===== config.mk =====
export PLATFORM = sky130hd
export DESIGN_NAME = fcbh_front
export DESIGN_NICKNAME = d
export VERILOG_FILES = /design/src/rtl/fcbh_pkg.sv /design/src/rtl/fcbh_front.sv
export SDC_FILE = /design/constraint.sdc
export NUM_CORES = 1
export LEC_CHECK = 0
export BUFFER_PORTS_ARGS = -buffer_cell sky130_fd_sc_hd__buf_2
export CAP_MARGIN = 5
export CORE_ASPECT_RATIO = 0.75
export CORE_UTILIZATION = 39
export CTS_CLUSTER_SIZE = 25
export DETAILED_ROUTE_END_ITERATION = 6
export SLEW_MARGIN = 10
export SYNTH_ARGS = -nofsm -noshare
export SYNTH_HDL_FRONTEND = slang
export SYNTH_SLANG_ARGS = --single-unit
export TNS_END_PERCENT = 50

===== constraint.sdc =====
create_clock -name clk_i -period 6 [get_ports clk_i]
set_input_delay 1.2 -clock clk_i [delete_from_list [all_inputs] [get_ports clk_i]]
set_output_delay 1.2 -clock clk_i [all_outputs]
set_load 0.1 [all_outputs]

===== src/rtl/fcbh_pkg.sv =====
`default_nettype none
package fcbh_pkg;

  typedef enum logic [2:0] {
    CMD_FREE       = 3'd0,
    CMD_NOMINATE   = 3'd1,
    CMD_CHECK      = 3'd2,
    CMD_RESEED_CLR = 3'd3,
    CMD_RESEED_MRK = 3'd4,
    CMD_INVALIDATE = 3'd5,
    CMD_RSVD6      = 3'd6,
    CMD_RSVD7      = 3'd7
  } cmd_e;

  typedef struct packed {
    logic [2:0]  command;
    logic [31:0] pool_tag;
    logic [15:0] chunk_index;
    logic [15:0] chunk_count;
    logic        head_present;
    logic        next_present;
  } in_item_t;

  typedef struct packed {
    logic        nominated;
    logic [11:0] found_index;
  } out_item_t;

  typedef enum logic [2:0] {
    OP_NONE,
    OP_SET,
    OP_CLEAR,
    OP_CLAIM_SET,
    OP_CLAIM,
    OP_SCAN
  } op_e;

  typedef struct packed {
    op_e         op;
    logic [15:0] index;
    logic [16:0] count;
  } work_t;

  typedef enum logic [2:0] {
    ST_IDLE,
    ST_WIPE,
    ST_RMW_RD,
    ST_RMW_WR,
    ST_SCAN_RD,
    ST_SCAN_CHK,
    ST_CLEAN_WR,
    ST_DONE
  } bst_e;

endpackage
`default_nettype wire


===== src/rtl/fcbh_front.sv =====
`default_nettype none
module fcbh_front #(
  parameter int MAX_CHUNKS = 4096,
  parameter int POOL_SLOTS = 8,
  localparam int SW = (POOL_SLOTS > 1) ? $clog2(POOL_SLOTS) : 1
) (
  input  wire logic              clk_i,
  input  wire logic              rst_ni,
  input  wire logic              enabled_i,
  input  wire logic              push_i,
  input  wire fcbh_pkg::in_item_t item_i,
  output logic                   full_o,
  output logic                   wr_o,
  output fcbh_pkg::work_t        work_o,
  output logic [SW-1:0]          slot_o,
  input  wire logic              q_full_i
);
  logic [31:0] owner_q [POOL_SLOTS];
  logic [POOL_SLOTS-1:0] valid_q;
  logic [SW-1:0] s;
  logic owned, idx_ok, acc;
  fcbh_pkg::op_e op;

  assign s = (POOL_SLOTS > 1) ? SW'((item_i.pool_tag >> 4) % POOL_SLOTS) : '0;
  assign owned = valid_q[s] && owner_q[s] == item_i.pool_tag;
  assign idx_ok = 32'(item_i.chunk_index) < MAX_CHUNKS;
  assign full_o = q_full_i;
  assign acc = push_i && !q_full_i;

  always_comb begin
    op = fcbh_pkg::OP_NONE;
    case (fcbh_pkg::cmd_e'(item_i.command))
      fcbh_pkg::CMD_FREE:
        if (enabled_i && idx_ok) op = owned ? fcbh_pkg::OP_SET : fcbh_pkg::OP_CLAIM_SET;
      fcbh_pkg::CMD_NOMINATE:
        if (enabled_i && owned && item_i.chunk_count != 0) op = fcbh_pkg::OP_SCAN;
      fcbh_pkg::CMD_CHECK:
        if (owned && idx_ok && (!item_i.head_present || !item_i.next_present))
          op = fcbh_pkg::OP_CLEAR;
      fcbh_pkg::CMD_RESEED_CLR: op = fcbh_pkg::OP_CLAIM;
      fcbh_pkg::CMD_RESEED_MRK: if (owned && idx_ok) op = fcbh_pkg::OP_SET;
      default: op = fcbh_pkg::OP_NONE;
    endcase
  end

  assign wr_o = acc;
  assign work_o = '{op: op, index: item_i.chunk_index,
                    count: {1'b0, item_i.chunk_count}};
  assign slot_o = s;

  always_ff @(posedge clk_i or negedge rst_ni) begin
    if (!rst_ni) begin
      valid_q <= '0;
    end else if (acc) begin
      if (item_i.command == fcbh_pkg::CMD_INVALIDATE) valid_q[s] <= 1'b0;
      else if (op == fcbh_pkg::OP_CLAIM || op == fcbh_pkg::OP_CLAIM_SET) valid_q[s] <= 1'b1;
    end
  end

  always_ff @(posedge clk_i) begin
    if (acc) begin
      if (item_i.command == fcbh_pkg::CMD_INVALIDATE) owner_q[s] <= '0;
      else if (op == fcbh_pkg::OP_CLAIM || op == fcbh_pkg::OP_CLAIM_SET)
        owner_q[s] <= item_i.pool_tag;
    end
  end
endmodule
`default_nettype wire


# [Word level (Yosys, flattened, before mapping)]
# Memories as Yosys holds them, arrays and structs flattened.
# Cells that the tools add are included.
[op_classes] add_sub_neg=0 mul=0 n_div=0 n_lt_le_gt_ge=3 eq_ne=8 n_shift=0 n_mux=20 bitwise=4 n_reduce_logical=17
[op_table] cell="$eq A32 B32 Y1" n=1
[op_table] cell="$mux W32" n=1
[op_table] cell="$lt A16 B13 Y1 const B" n=1
[op_table] cell="$mux W8" n=2
[op_table] cell="$reduce_bool A16 Y1" n=1
[op_table] cell="$pmux W3 S5" n=1
[op_table] cell="$mux W1" n=10
[op_table] cell="$eq A3 B2 Y1 const B" n=3
[op_table] cell="$eq A3 B3 Y1 const B" n=3
[op_table] cell="$and A8 B8 Y8" n=1
[op_table] cell="$logic_and A1 B1 Y1" n=8
[op_table] cell="$not A8 Y8" n=1
[op_table] cell="$or A8 B8 Y8" n=1
[op_table] cell="$mux W2" n=3
[op_table] cell="$lt A3 B4 Y1 const B" n=1
[op_table] cell="$bmux W1 S3" n=1
[op_table] cell="$demux W1 S3" n=1
[op_table] cell="$eq A3 B1 Y1 const B" n=1
[op_table] cell="$ge A3 B1 Y1 const B" n=1
[op_table] cell="$logic_not A1 Y1" n=3
[op_table] cell="$logic_not A3 Y1" n=1
[op_table] cell="$mux W3" n=1
[op_table] cell="$logic_or A1 B1 Y1" n=2
[op_table] cell="$reduce_and A2 Y1" n=1
[op_table] cell="other kinds (2)" n=2
[totals] regBits=8 latch_bits=0 ramBits=256 rom_bits=0 out_inout_bits=41 n_memories=1
[memory_table] name="owner_q" words=8 word_bits=32 rd=1 rd_clocked_by_memory_dff=0 wr=1 line="fcbh_front.sv:18" rtl="logic [31:0] owner_q [POOL_SLOTS];"

# [Logic depth before layout (Yosys ltp)]
[depth] depth_word=14 depth_mapped=14 mapped_depth_nobuf=8

# [Worst setup path before layout]
# OpenSTA, ideal clock, no wires.
[synth_path] path_type="input-to-reg" from="input port item_i[38] (netlist bit)" to="memory owner_q[4][0] (enable)" setup_ps=502 arrival_ps=6400 required_time_ps=5498 setup_slack_ps=-901 cell_stages=10 path_cell_list="buf_2 > buf_2 > mux4_2 > mux2i_1 > xor2_1 > nand3_1 > nor4_1 > and4_1 > a21oi_1 > nor4_1"
[synth_via] elab_chain_cells=14 word_cells_on_any_way=23
[synth_lines] item="start: declaration" line="fcbh_front.sv:11" rtl="input wire fcbh_pkg::in_item_t item_i,"
[synth_lines] item="$mem_v2 Z8 W32 / $bmux W1 S3 (equally long branches)"
[synth_lines] item="$eq A32 B32 Y1 / $mux W1 (equally long branches)" line="fcbh_front.sv:25" rtl="assign owned = valid_q[s] && owner_q[s] == item_i.pool_tag;"
[synth_lines] item="$logic_and A1 B1 Y1" line="fcbh_front.sv:25"
[synth_lines] item="$logic_and A1 B1 Y1 (on tied branches)" line="fcbh_front.sv:36, fcbh_front.sv:38, fcbh_front.sv:41"
[synth_lines] item="$logic_and A1 B1 Y1 (on tied branches)" line="fcbh_front.sv:36, fcbh_front.sv:38"
[synth_lines] item="$mux W3 / $mux W2 (equally long branches)" line="fcbh_front.sv:36, fcbh_front.sv:38"
[synth_lines] item="$pmux W3 S5" line="fcbh_front.sv:32" rtl="case (fcbh_pkg::cmd_e'(item_i.command))"
[synth_lines] item="$eq A3 B3 Y1 / $eq A3 B2 Y1 (equally long branches)" line="fcbh_front.sv:63" rtl="else if (op == fcbh_pkg::OP_CLAIM || op == fcbh_pkg::OP_CLAIM_SET)"
[synth_lines] item="$logic_or A1 B1 Y1" line="fcbh_front.sv:63"
[synth_lines] item="$mux W1" line="fcbh_front.sv:63"
[synth_lines] item="$mux W1" line="fcbh_front.sv:62" rtl="if (item_i.command == fcbh_pkg::CMD_INVALIDATE) owner_q[s] <= '0;"
[synth_lines] item="$mux W1" line="fcbh_front.sv:61" rtl="if (acc) begin"
[synth_lines] item="$mux W1 (not written as such)" line="fcbh_front.sv:64" rtl="owner_q[s] <= item_i.pool_tag;"
[synth_lines] item="$or A1 B1 Y1 (no line)"
[synth_lines] item="end: declaration" line="fcbh_front.sv:18"
# Parallel ways exist; a longest one is shown, timed or not. The select of a mux whose other input is x is not followed.

==> reports/qor.csv <==
metric,value,unit
mux contribution to synthesized area,11.58,%
Mapped Cells,703,
Post-CTS Setup Bufs,0,
maximum number of pins on one net before global-route repair,49,
"most used cell, CP",or2_2,
htree depth,1,
Synth Area in Compound Gates,5.848,%
number of cells on the critical path,10,
CP Class,primary input to output port,
crit path launch type,primary input,
clk_lat worst skew,0.55,ns
relative slew slack,27.06,%
RSZ-0062 raised after global routing,false,
Largest register FFs,256,
GRT Util Overall,18.92,%
CP Data Arrival Time,4.48,ns
met2 global-route usage,28.42,%
final instance area,0.01320,mm^2
Cell Rows,54,
synth unique cells,63,
pwr dens,287.8,mW/mm^2
post-synthesis sequential area ratio,68.40,%
initial drt markers,650,
maximum vdd drop,0.2446,mV
drt pass-1 iters,5,
Crit-path slowest cell,buf_2,
"FF+latch count, synth",264,
Worst Hold Class,flop to flop,
Synth Area in XOR/XNOR,1.595,%
fin util,45.45,%
ANT nets after route,0,
Tmin final,5.683,ns
TritonCTS Sinks,264,
first-pass GRT wire length,42080,um
"Critical Path, Cell by Cell",buf_2 -> or2_2 -> o22ai_1 -> o21a_1 -> or2_2 -> a2111oi_0 -> nor4b_2 -> nand4_1 -> o21ai_0 -> buf_12,
antenna cells,0,
"Worst Setup Slack, final",0.3173,ns
Reg with most FFs,owner_q,
synthesized area,0.01153,mm^2
syn_area_per_cell,16.40,um^2
die area,0.03027,mm^2
Buffers on Ports,89,
overall power,3800,uW
met3 GRT Util,4.174,%
max incr delay on CP,0.46,ns
final period utilization,94.71,%
final setup vio count,0,
grt met1 use,27.97,%
Worst path top cell family by delay,simple AND/OR/NAND/NOR gates,
DRC Markers,0,
DP Wirelength,17970,um
vias in the first global route,6420,
Worst-path clk slew,0.06,ns
fraction of layout cells with a size suffix above 1,28.79,%
Hold Crit Depth,2,
Tightest Pin Transition,1.094,ns
vias per cell,5.564,
Worst Path Max Fanout,24,
GR peak layer,met2,
Synthesized Nets,777,
vias,6627,
Die X,200.6,um
routability congestion estimate,0.8084,
final WL,28350,um
share of flip-flops with an asynchronous set or reset,3.030,%
CTS tree,built,
Lkg Pwr,0.003849,uW
top flop regs,owner_q (256),
dominant synthesized flop cell,edfxtp_1,
dpl cell area,0.01246,mm^2
status,completed,
Simple-Gate Fraction of Synth Area,7.942,%
Setup TNS,0,ns
Synth Area in Adders,0,%
"EDFF count, synth",256,
Ports,115,
DP Worst Slack,0.4118,ns
CTS max path bufs,3,
Die Ht,150.9,um
antenna violations before repair,0,
max frequency,176.0,MHz
largest family of logic cells by synthesized area,multiplexers,
endpoints failing hold,0,
CP endpoint kind,output port,
Max Slew Vio Count,0,
P&R area growth vs syn,14.49,%
Wirelength per Cell,23.81,um
Max-cap violations,0,
Initial Util,39.69,%
Required @ worst endpoint,4.80,ns
Core Area,0.02905,mm^2
r2r worst-path depth,9,
FF-to-FF setup slack,1.83,ns
CP bufs+invs,2,
Final nets,856,
Ys Warns,0,
Root Driver,clkbuf_16,
Num CTS Buffers,26,
Clock Skew,0.01999,ns
total grt overflow,0,
[synth_stat cells (10+ instances only)]
cell	count	area share [%]
edfxtp_1	256	67
buf_4	44	2.9
mux2i_1	40	3.5
mux4_2	29	5.7
nor3b_1	27	1.8
mux2_2	24	2.3
nand2_1	22	0.72
buf_2	17	0.74
o21ai_0	15	0.65
nand3_1	14	0.61
nor3_1	13	0.56
o22ai_1	12	0.65
xnor2_1	12	0.91
nor4_1	11	0.60
clkbuf_1	10	0.33
o31ai_1	10	0.65
[metal layers]
metal | up-vias | part of all wire (%)
met5 | - | 0
met4 | 0 | 2.1
met3 | 55 | 7.4
met2 | 279 | 43
met1 | 3344 | 47
li1 | 2949 | -
[cell type report]
type                       count  area [um^2]
tap                          392        490.5
timing repair buffer         127        884.6
multi-input combinational    355         3171
clock inverter                13        67.56
fill                        2572        15850
inverter                       8        30.03
sequential                   264         7888
clock buffer                  32        673.1
[tightest hold or removal path: cells and delay by family (launching register included)]
family             cells  cell delay, ns
DFF                    1            0.34
AOI/OAI and AO/OA      2            0.14
[logic make-up after synthesis]
group                  count (synthesis)
flip-flops                           264
AND/OR/NAND/NOR                      150
multiplexers                          94
AO/OA/AOI/OAI                         89
buffers and inverters                 84
XOR/XNOR                              21
other                                  1
[layout by cell type, fill, tap and decap left out, types with 14 or more instances in the layout]
cell	netlist	layout
buf_2	17	85
buf_4	44	30
clkbuf_16	0	26
edfxtp_1	256	256
mux2_2	24	24
mux2i_1	40	40
mux4_2	29	29
nand2_1	22	22
nand3_1	14	14
nor3b_1	27	27
o21ai_0	15	14
[power breakdown]
group / leakage, uW / switching [uW] / total (uW) / internal, uW
clock: 0.000356 / 671 / 1460 / 791
combinational: 0.00160 / 215 / 313 / 98.1
sequential: 0.00189 / 8.21 / 2030 / 2020
total: 0.00385 / 894 / 3800 / 2910
[what timing repair did]
item,4_1_cts,5_1_grt
endpoints found under the setup margin,0,1
resized for setup,0,1
hold buffers,0,0
[path summary, 6_finish.rpt]
| path | end | from |
|---|---|---|
| setup / recovery | work_o[35] | item_i[40] |
| hold / removal | flop | flop |
| setup reg to reg | owner_q[5][14]$_DFFE_PP_ | owner_q[3][23]$_DFFE_PP_ |
| hold reg to reg | flop | flop |
| max in group asynchronous | asynchronous set/reset pin | rst_ni |
| min in group asynchronous | asynchronous set/reset pin | rst_ni |
[stage by stage]
step | std cells | hold WS (ns)
after floorplan | 703 | 0.4676
after global placement | 1146 | 0.5071
after detailed placement | 1146 | 0.4923
after CTS | 1191 | 0.5164
after global routing | 1191 | 0.5179
final | 1191 | 0.5201
Power figures use the tool's default switching activity.
