==> src/rtl/fcbh_queue.sv <==
`default_nettype none
module fcbh_queue #(
  parameter int W = 8
) (
  input  wire logic         clk_i,
  input  wire logic         rst_ni,
  input  wire logic         wr_i,
  input  wire logic [W-1:0] wdata_i,
  output logic              full_o,
  input  wire logic         rd_i,
  output logic [W-1:0]      rdata_o,
  output logic              empty_o
);
  logic [W-1:0] mem_q [2];
  logic wp_q, rp_q;
  logic [1:0] cnt_q;

  assign full_o = cnt_q == 2'd2;
  assign empty_o = cnt_q == 2'd0;
  assign rdata_o = mem_q[rp_q];

  always_ff @(posedge clk_i or negedge rst_ni) begin
    if (!rst_ni) begin
      wp_q <= 1'b0;
      rp_q <= 1'b0;
      cnt_q <= '0;
    end else begin
      if (wr_i) wp_q <= !wp_q;
      if (rd_i) rp_q <= !rp_q;
      cnt_q <= cnt_q + 2'(wr_i) - 2'(rd_i);
    end
  end

  always_ff @(posedge clk_i) begin
    if (wr_i) mem_q[wp_q] <= wdata_i;
  end
endmodule
`default_nettype wire

==> config.mk <==
export PLATFORM = sky130hd
export DESIGN_NAME = fcbh_queue
export DESIGN_NICKNAME = d
export VERILOG_FILES = /design/src/rtl/fcbh_queue.sv
export SDC_FILE = /design/constraint.sdc
export NUM_CORES = 1
export LEC_CHECK = 0
export BUFFER_PORTS_ARGS = -buffer_cell sky130_fd_sc_hd__buf_2
export CAP_MARGIN = 20
export CORE_ASPECT_RATIO = 1.25
export CORE_MARGIN = 8
export CORE_UTILIZATION = 33
export CTS_CLUSTER_DIAMETER = 40
export CTS_CLUSTER_SIZE = 16
export DETAILED_ROUTE_END_ITERATION = 12
export SLEW_MARGIN = 20
export SYNTH_ARGS = -nofsm -noshare
export SYNTH_HDL_FRONTEND = slang
export SYNTH_SLANG_ARGS = --single-unit
==> constraint.sdc <==
create_clock -name clk_i -period 1.3 [get_ports clk_i]
set_input_delay 0.26 -clock clk_i [delete_from_list [all_inputs] [get_ports clk_i]]
set_output_delay 0.26 -clock clk_i [all_outputs]
set_load 0.005 [all_outputs]
Word level (Yosys, flattened, before mapping)

Memories as Yosys holds them, arrays and structs flattened.
Index checks and enable logic that the tools add are counted.

Latch bits: 0
Input bits: 12
Output and inout port bits: 10
Logic and storage cells: 12
Memory bits (writable): 16
Flip-flop bits (word level): 4
Memories kept: 1
ROM bits: 0

Bitwise logic cells: 0
Reduce and logical (&&, ||, !) cells: 3
Muxes and demuxes: 2
Eq/ne operators: 1
Divide/modulo/power cells: 0
Order comparisons: 0
Shift-type cells: 0
Add/sub/neg operators: 2
$mul: 0

Memory list:

| memory | depth | width | rd ports | clocked after memory_dff | write ports | line | text |
|---|---|---|---|---|---|---|---|
| mem_q  | 2     | 8     | 1        | 0                        | 1           | 14   | `logic [W-1:0] mem_q [2];` |

Operator list:

| operator             | count |
|---|---|
| $add A2 B1 Y2        | 1 |
| $eq A2 B2 Y1 const B | 1 |
| $logic_not A1 Y1     | 2 |
| $logic_not A2 Y1     | 1 |
| $mux W1              | 2 |
| $sub A2 B1 Y2        | 1 |

Depth between registers and ports, before layout

Gate-level depths: netlist (run 1).

Word-level depth: 2
Gate-level depth with buffers: 5
Depth with buffers taken out: 5

Least setup slack after synthesis (run 1)

OpenSTA, ideal clock, no wires.

Kind: reg2reg
Start point: reg cnt_q[0]
End point: reg cnt_q[1]
Required time: 1165 ps
Buffers on the path: 0
Stages on the path, launching flop included: 6
Slack: -13 ps
Clock period less this slack: 1313 ps
Setup time: 135 ps
Data arrival time: 1178 ps
Cells stage by stage: dfrtp_1 inv_1 ha_1 inv_1 ha_1 xor3_1

Cells in the longest elaborated chain, start to end: 2

RTL lines:

| item                     | line | text |
|---|---|---|
| start: declaration       | 16   | `logic [1:0] cnt_q;` |
| start signal: assignment | 30   | `cnt_q <= cnt_q + 2'(wr_i) - 2'(rd_i);` |
| $add A2 B1 Y2            | 30   |  |
| $sub A2 B1 Y2            | 30   |  |

No other way between the ends.
A chain may end at the register's enable or synchronous reset.

Worst setup path after layout (run 1)

Start point: reg rp_q
End point: out rdata_o[2]

Cells in the longest elaborated chain, start to end: 1

RTL lines:

| item                     | line | text |
|---|---|---|
| start: declaration       | 15   | `logic wp_q, rp_q;` |
| start signal: assignment | 29   | `if (rd_i) rp_q <= !rp_q;` |
| $mem_v2 Z2 W8            | n/a  |  |
| end: declaration         | 11   | `output logic [W-1:0] rdata_o,` |

No other way between the ends.

==> out/metrics.csv, run 1 <==
metric,value,unit
grt_antenna_before_repair,0,
wl,1370,µm
rrSetupSlack,0.10,ns
cts_root_buf,clkbuf_4,
gp_routability_congestion,0.601,
hold_violations,0,
cp.arrival,1.28,ns
synth_seq_cells,20,
n_antenna_cell,0,
clock_path_buffers,2,
fp.dieW,60.3,µm
leakage,0.468,nW
finalSetupViolCount,8,
syn_nets,54,
n_fill_cell,216,
yosysUniqueCellTypes,11,
syn_to_final_growth,33.1,%
yosysWarnings,0,
viasPerCell,4.19,
cts_tree,built,
cts.sinks,20,
synthTopCellsByArea,"edfxtp_1, mux2_4, dfrtp_1",
grt_pass1_vias,444,
ios,22,
ys_seq_area_frac,0.718,
syn_inst,40,
outcome,"finished, violations left",
cts.clk_slew.worst_paths,0.10,ns
powerDensity,2000,nW/µm²
avgSynthCellArea,20.2,µm²
post-route-util,0.453,
die_h,71.3,µm
period_share,1.18,
fin_crit,1.54,ns
yosys.area.top_type,edfxtp_1,
multi_input_area,209,µm²
io_buffers,21,
crit_buf_inv,2,
maxSlewHeadroom,0.915,
violations,setup timing,
drv_slew,0,
drt-initial-drc-count,10,
pre_cts_ws,-0.0986,ns
hold_class,in -> reg,
dieArea,4300,µm²
skew,0.00740,ns
fmax,0.649,GHz
vias,432,
cpLargestDelayFamily,flip-flops,
layout-drive-gt1-share,0.543,
crit_path_end_kind,output port,
wire_per_inst,13.3,µm
rsz0062_at_grt,yes,
cpMaxStageDelayCell,dfrtp_2,
maxCapViolations,0,
grt_pass1_wl,2010,µm
cp.required,1.04,ns
synth_top_area_frac,0.594,
cp_max_fo,5,
vdd_ir_drop_max,644,µV
register_area,582,µm²
insertion_delay,0.29,ns
nNetsFinal,85,
netlist_area,808,µm²
rows,20,
grt.total_usage,0.0681,
path_class,reg -> out,
drc,0,
ant_nets,0,
tightest_slew,0.127,ns
grt-ovfl-total,0,
slowest_delay,0.43,ns
grt_start_max_net_pins,12,
cts_buffers,3,
start_util,0.340,
cp-start-kind,register,
core-area,2380,µm²
crit_chain,"buf_6, mux2_4, buf_6",
fin_ws,-0.240,ns
critPathMostFrequentCell,buf_6,
dr.pass1.iters,2,
cts_htree_levels,1,
## power by group
group	leakage (nW)	internal [W]	total, W	switching, W
logic	0.257	0.000593	0.000914	0.000321
registers	0.196	0.000874	0.000952	0.0000780
clock network	0.0154	0.000112	0.000281	0.000169
## cells in the mapped netlist
library cell / count
xor3_1: 1
edfxtp_1: 16
ha_1: 2
inv_1: 2
dfrtp_1: 4
buf_6: 1
mux2_4: 8
xor2_1: 2
and2_1: 1
nor2b_1: 2
nor2_1: 1
## cell type report
class,instances,share of cell area
inverters,2,0.00698
clock buffers,3,0.0209
flip-flops and latches,20,0.541
repair buffers,27,0.195
well taps,33,0.0384
clock inverters,1,0.00349
multi-input cells,17,0.194
## worst paths after layout
kind | endpoint | cells after the start | start
setup / recovery | rdata_o[2] | 3 | rp_q
hold / removal | mem_q[1][6] | 1 | wdata_i[6]
setup reg to reg | cnt_q[1] | 5 | cnt_q[0]
hold reg to reg | wp_q | 1 | wp_q
max in group asynchronous | rp_q | 2 | rst_ni
min in group asynchronous | cnt_q[1] | 2 | rst_ni
## kinds of logic after synthesis
logic type               after synthesis  share of synthesized area
multiplexers                           8                      0.149
buffers and inverters                  3                     0.0232
AND/OR/NAND/NOR                        4                     0.0279
XOR/XNOR                               3                     0.0511
adder cells (fa/ha/maj)                2                     0.0310
flip-flops                            20                      0.718
## metrics by stage
step	cells	hold slack (ns)	TNS, ns	cell area [µm²]	total power [W]
after floorplan	40	-0.0356	0	808	0.00142
after global placement	95	0.0700	-0.586	958	0.00162
after detailed placement	95	0.0761	-0.731	958	0.00165
after CTS	103	0.131	-1.91	1080	0.00218
after global routing	103	0.127	-2.19	1080	0.00227
final	103	0.146	-1.87	1080	0.00215
## what timing repair did
action                                 CTS  global route
gates resized for setup                 12             0
setup buffers                            3             0
endpoints found under the hold margin    4             0
setup endpoints to repair                8             8
pin swaps                                0             0
hold buffers                             1             0
## metal layers
metal / vias up / share of wire / GRT usage
met2: 17 / 0.52 / 0.123
met3: 4 / 0.084 / 0.0108
met1: 205 / 0.35 / 0.0538
li1: 206 / - / -
met5: - / 0 / 0
met4: 0 / 0.044 / 0.0798
## sequential cells by signal, indices dropped and copies added, names as in the netlist
| name | cells |
|---|---|
| wp_q | 1 |
| mem_q | 16 |
| cnt_q | 2 |
| rp_q | 1 |
## layout by cell type (no fill, tap or decap), drive strengths merged
| master | n |
|---|---|
| inv | 2 |
| buf | 26 |
| clkinv | 1 |
| ha | 2 |
| xor3 | 1 |
| mux2 | 8 |
| nor2 | 1 |
| clkbuf | 3 |
| edfxtp | 16 |
| nor2b | 2 |
| and2 | 1 |
| dfrtp | 4 |
| dlygate4sd3 | 1 |
| xor2 | 2 |
Power figures use the tool's default switching activity.
==> inputs of run 2 (changes only) <==
--- a/config.mk
+++ b/config.mk
@@ -13,6 +13,7 @@
 export CTS_CLUSTER_DIAMETER = 40
 export CTS_CLUSTER_SIZE = 16
 export DETAILED_ROUTE_END_ITERATION = 12
+export MAX_ROUTING_LAYER = met4
 export SLEW_MARGIN = 20
 export SYNTH_ARGS = -nofsm -noshare
 export SYNTH_HDL_FRONTEND = slang
==> run 2 against run 1 <==
Net effect:
- the run still ends with setup timing left
- via count did not move
- sequential power barely moved
- final cell count did not move
- final area did not move
- total power barely moved
- routed wire length barely moved
- combinational power barely moved
- critical path type unchanged
- largest cell class unchanged
==> out/metrics.csv, run 2 (synthesis gave the netlist of run 1 again) <==
metric,value,unit,change
cp_max_fo,5,,unchanged
layout-drive-gt1-share,0.543,,unchanged
cpMaxStageDelayCell,dfrtp_2,,
final_cell_mix,"edfxtp_1, buf_2, buf_6",,
dr.pass1.iters,2,,unchanged
skew,0.00745,ns,+0.0000536 ns
io_buffers,21,,unchanged
drc,0,,unchanged
maxSlewHeadroom,0.915,,about the same
violations,setup timing,,
slowest_delay,0.43,ns,about the same
fin_crit,1.54,ns,-0.000425 ns
rows,20,,unchanged
hold_violations,0,,unchanged
fmax,0.649,GHz,about the same
wire_per_inst,13.3,µm,about the same
cts.clk_slew.worst_paths,0.10,ns,about the same
r2r_cells,5,,unchanged
crit_path_end_kind,output port,,
core-area,2380,µm²,unchanged
outcome,"finished, violations left",,
vdd_ir_drop_max,644,µV,about the same
cts_root_buf,clkbuf_4,,
syn_to_final_growth,33.1,%,unchanged
top_register,mem_q,,
cp.required,1.04,ns,about the same
vias,432,,unchanged
switching_power,0.000568,W,about the same
grt_start_max_net_pins,12,,unchanged
period_share,1.18,,about the same
leakage,0.468,nW,unchanged
n_fill_cell,216,,unchanged
tightest_slew,0.127,ns,-0.0000621 ns
worstSetupStartpoint,rp_q,,
ios,22,,unchanged
maxCapViolations,0,,unchanged
path_class,reg -> out,,
clock_path_buffers,2,,unchanged
clock_power_share,0.131,,about the same
hold_class,in -> reg,,
timing.hold.ws,0.146,ns,+0.000350 ns
fin_ws,-0.240,ns,+0.000425 ns
tns,-1.86,ns,+0.00341 ns
fp.dieW,60.3,µm,unchanged
insertion_delay,0.29,ns,about the same
cts_buffers,3,,unchanged
cts_htree_levels,1,,unchanged
final_common_cell,edfxtp_1,,
crit_chain,"buf_6, mux2_4, buf_6",,
power.total,0.00215,W,about the same
pwr-share-seq,0.444,,about the same
n_antenna_cell,0,,unchanged
dieArea,4300,µm²,unchanged
cp-endpoint,rdata_o[2],,
p_int,0.00158,W,about the same
powerDensity,2000,nW/µm²,about the same
grt_pass1_vias,444,,unchanged
wl,1370,µm,about the same
viasPerCell,4.19,,unchanged
gp_routability_congestion,0.605,,+0.65%
cts.sinks,20,,unchanged
largest_reg_flops,16,,unchanged
cp.arrival,1.28,ns,about the same
drt-initial-drc-count,10,,unchanged
critPathMostFrequentCell,buf_6,,
post-route-util,0.453,,unchanged
ant_nets,0,,unchanged
grt_pass1_wl,2010,µm,unchanged
die_h,71.3,µm,unchanged
comb_power_share,0.426,,about the same
finalSetupViolCount,8,,unchanged
rsz0062_at_grt,yes,,
cts_tree,built,,
grt-ovfl-total,0,,unchanged
drv_slew,0,,unchanged
r2r-end,cnt_q[1],,
swShare,0.265,,about the same
start_util,0.340,,unchanged
nNetsFinal,85,,unchanged
rrSetupSlack,0.10,ns,about the same
cp-start-kind,register,,
reg_top3,"mem_q (16), cnt_q (2)",,
grt_antenna_before_repair,0,,unchanged
grt.total_usage,0.0699,,+0.00179
timing.rr.start,cnt_q[0],,
-- run 2: power by group through the flow --
| stage | Sequential, W | Clock (W) | Combinational [W] |
|---|---|---|---|
| after global placement | 0.00101 | 0 | 0.000610 |
| after global routing | 0.000972 | 0.000314 | 0.000988 |
| final | 0.000952 | 0.000281 | 0.000914 |
| after CTS | 0.000952 | 0.000297 | 0.000933 |
| after detailed placement | 0.00103 | 0 | 0.000620 |
| after floorplan | 0.000939 | 0 | 0.000485 |
-- run 2: worst min-delay path by stage --
stage | cells after the start | start | to | slack [ns]
final | 1 | wdata_i[6] | mem_q[1][6] | 0.15
after global routing | 1 | wdata_i[6] | mem_q[1][6] | 0.13
after CTS | 1 | wdata_i[6] | mem_q[1][6] | 0.13
after detailed placement | 1 | rst_ni | cnt_q[0] | 0.08
after global placement | 1 | rst_ni | cnt_q[0] | 0.07
after floorplan | 0 | rst_ni | cnt_q[0] | -0.04
-- run 2: area by class of cell --
type / count / area, µm² / share of cell area
clock inverter: 1 / 3.75 / 0.00349
sequential: 20 / 582 / 0.541
tap: 33 / 41.3 / 0.0384
timing repair buffer: 27 / 210 / 0.195
multi-input combinational: 17 / 209 / 0.194
clock buffer: 3 / 22.5 / 0.0209
inverter: 2 / 7.51 / 0.00698
-- run 2: what timing repair did --
action | CTS | global route
endpoints found under the setup margin | 8 | 8
pin swaps | 0 | 0
hold buffers | 1 | 0
gates resized for setup | 12 | 0
endpoints found under the hold margin | 4 | 0
buffers inserted | 3 | 0
-- run 2: layer usage --
metal,wire length [µm],vias up,share of wire,GRT usage
met5,0,-,0,-
met4,59,0,0.043,0.0798
met3,116,4,0.085,0.0108
met2,723,17,0.53,0.123
met1,473,205,0.34,0.0538
li1,-,206,-,-
-- run 2: through the flow --
stage / setup WS, ns / area [µm²] / cells
finish: -0.240 / 1080 / 103
global placement: -0.0765 / 958 / 95
global route: -0.280 / 1080 / 103
CTS: -0.248 / 1080 / 103
floorplan: 0.138 / 808 / 40
detailed placement: -0.0986 / 958 / 95
-- run 2: worst max-delay path, delay by kind of cell, from the launching register on --
family / cells / cell delay [ns]
buf+inv: 2 / 0.26
mux: 1 / 0.30
flops: 1 / 0.43
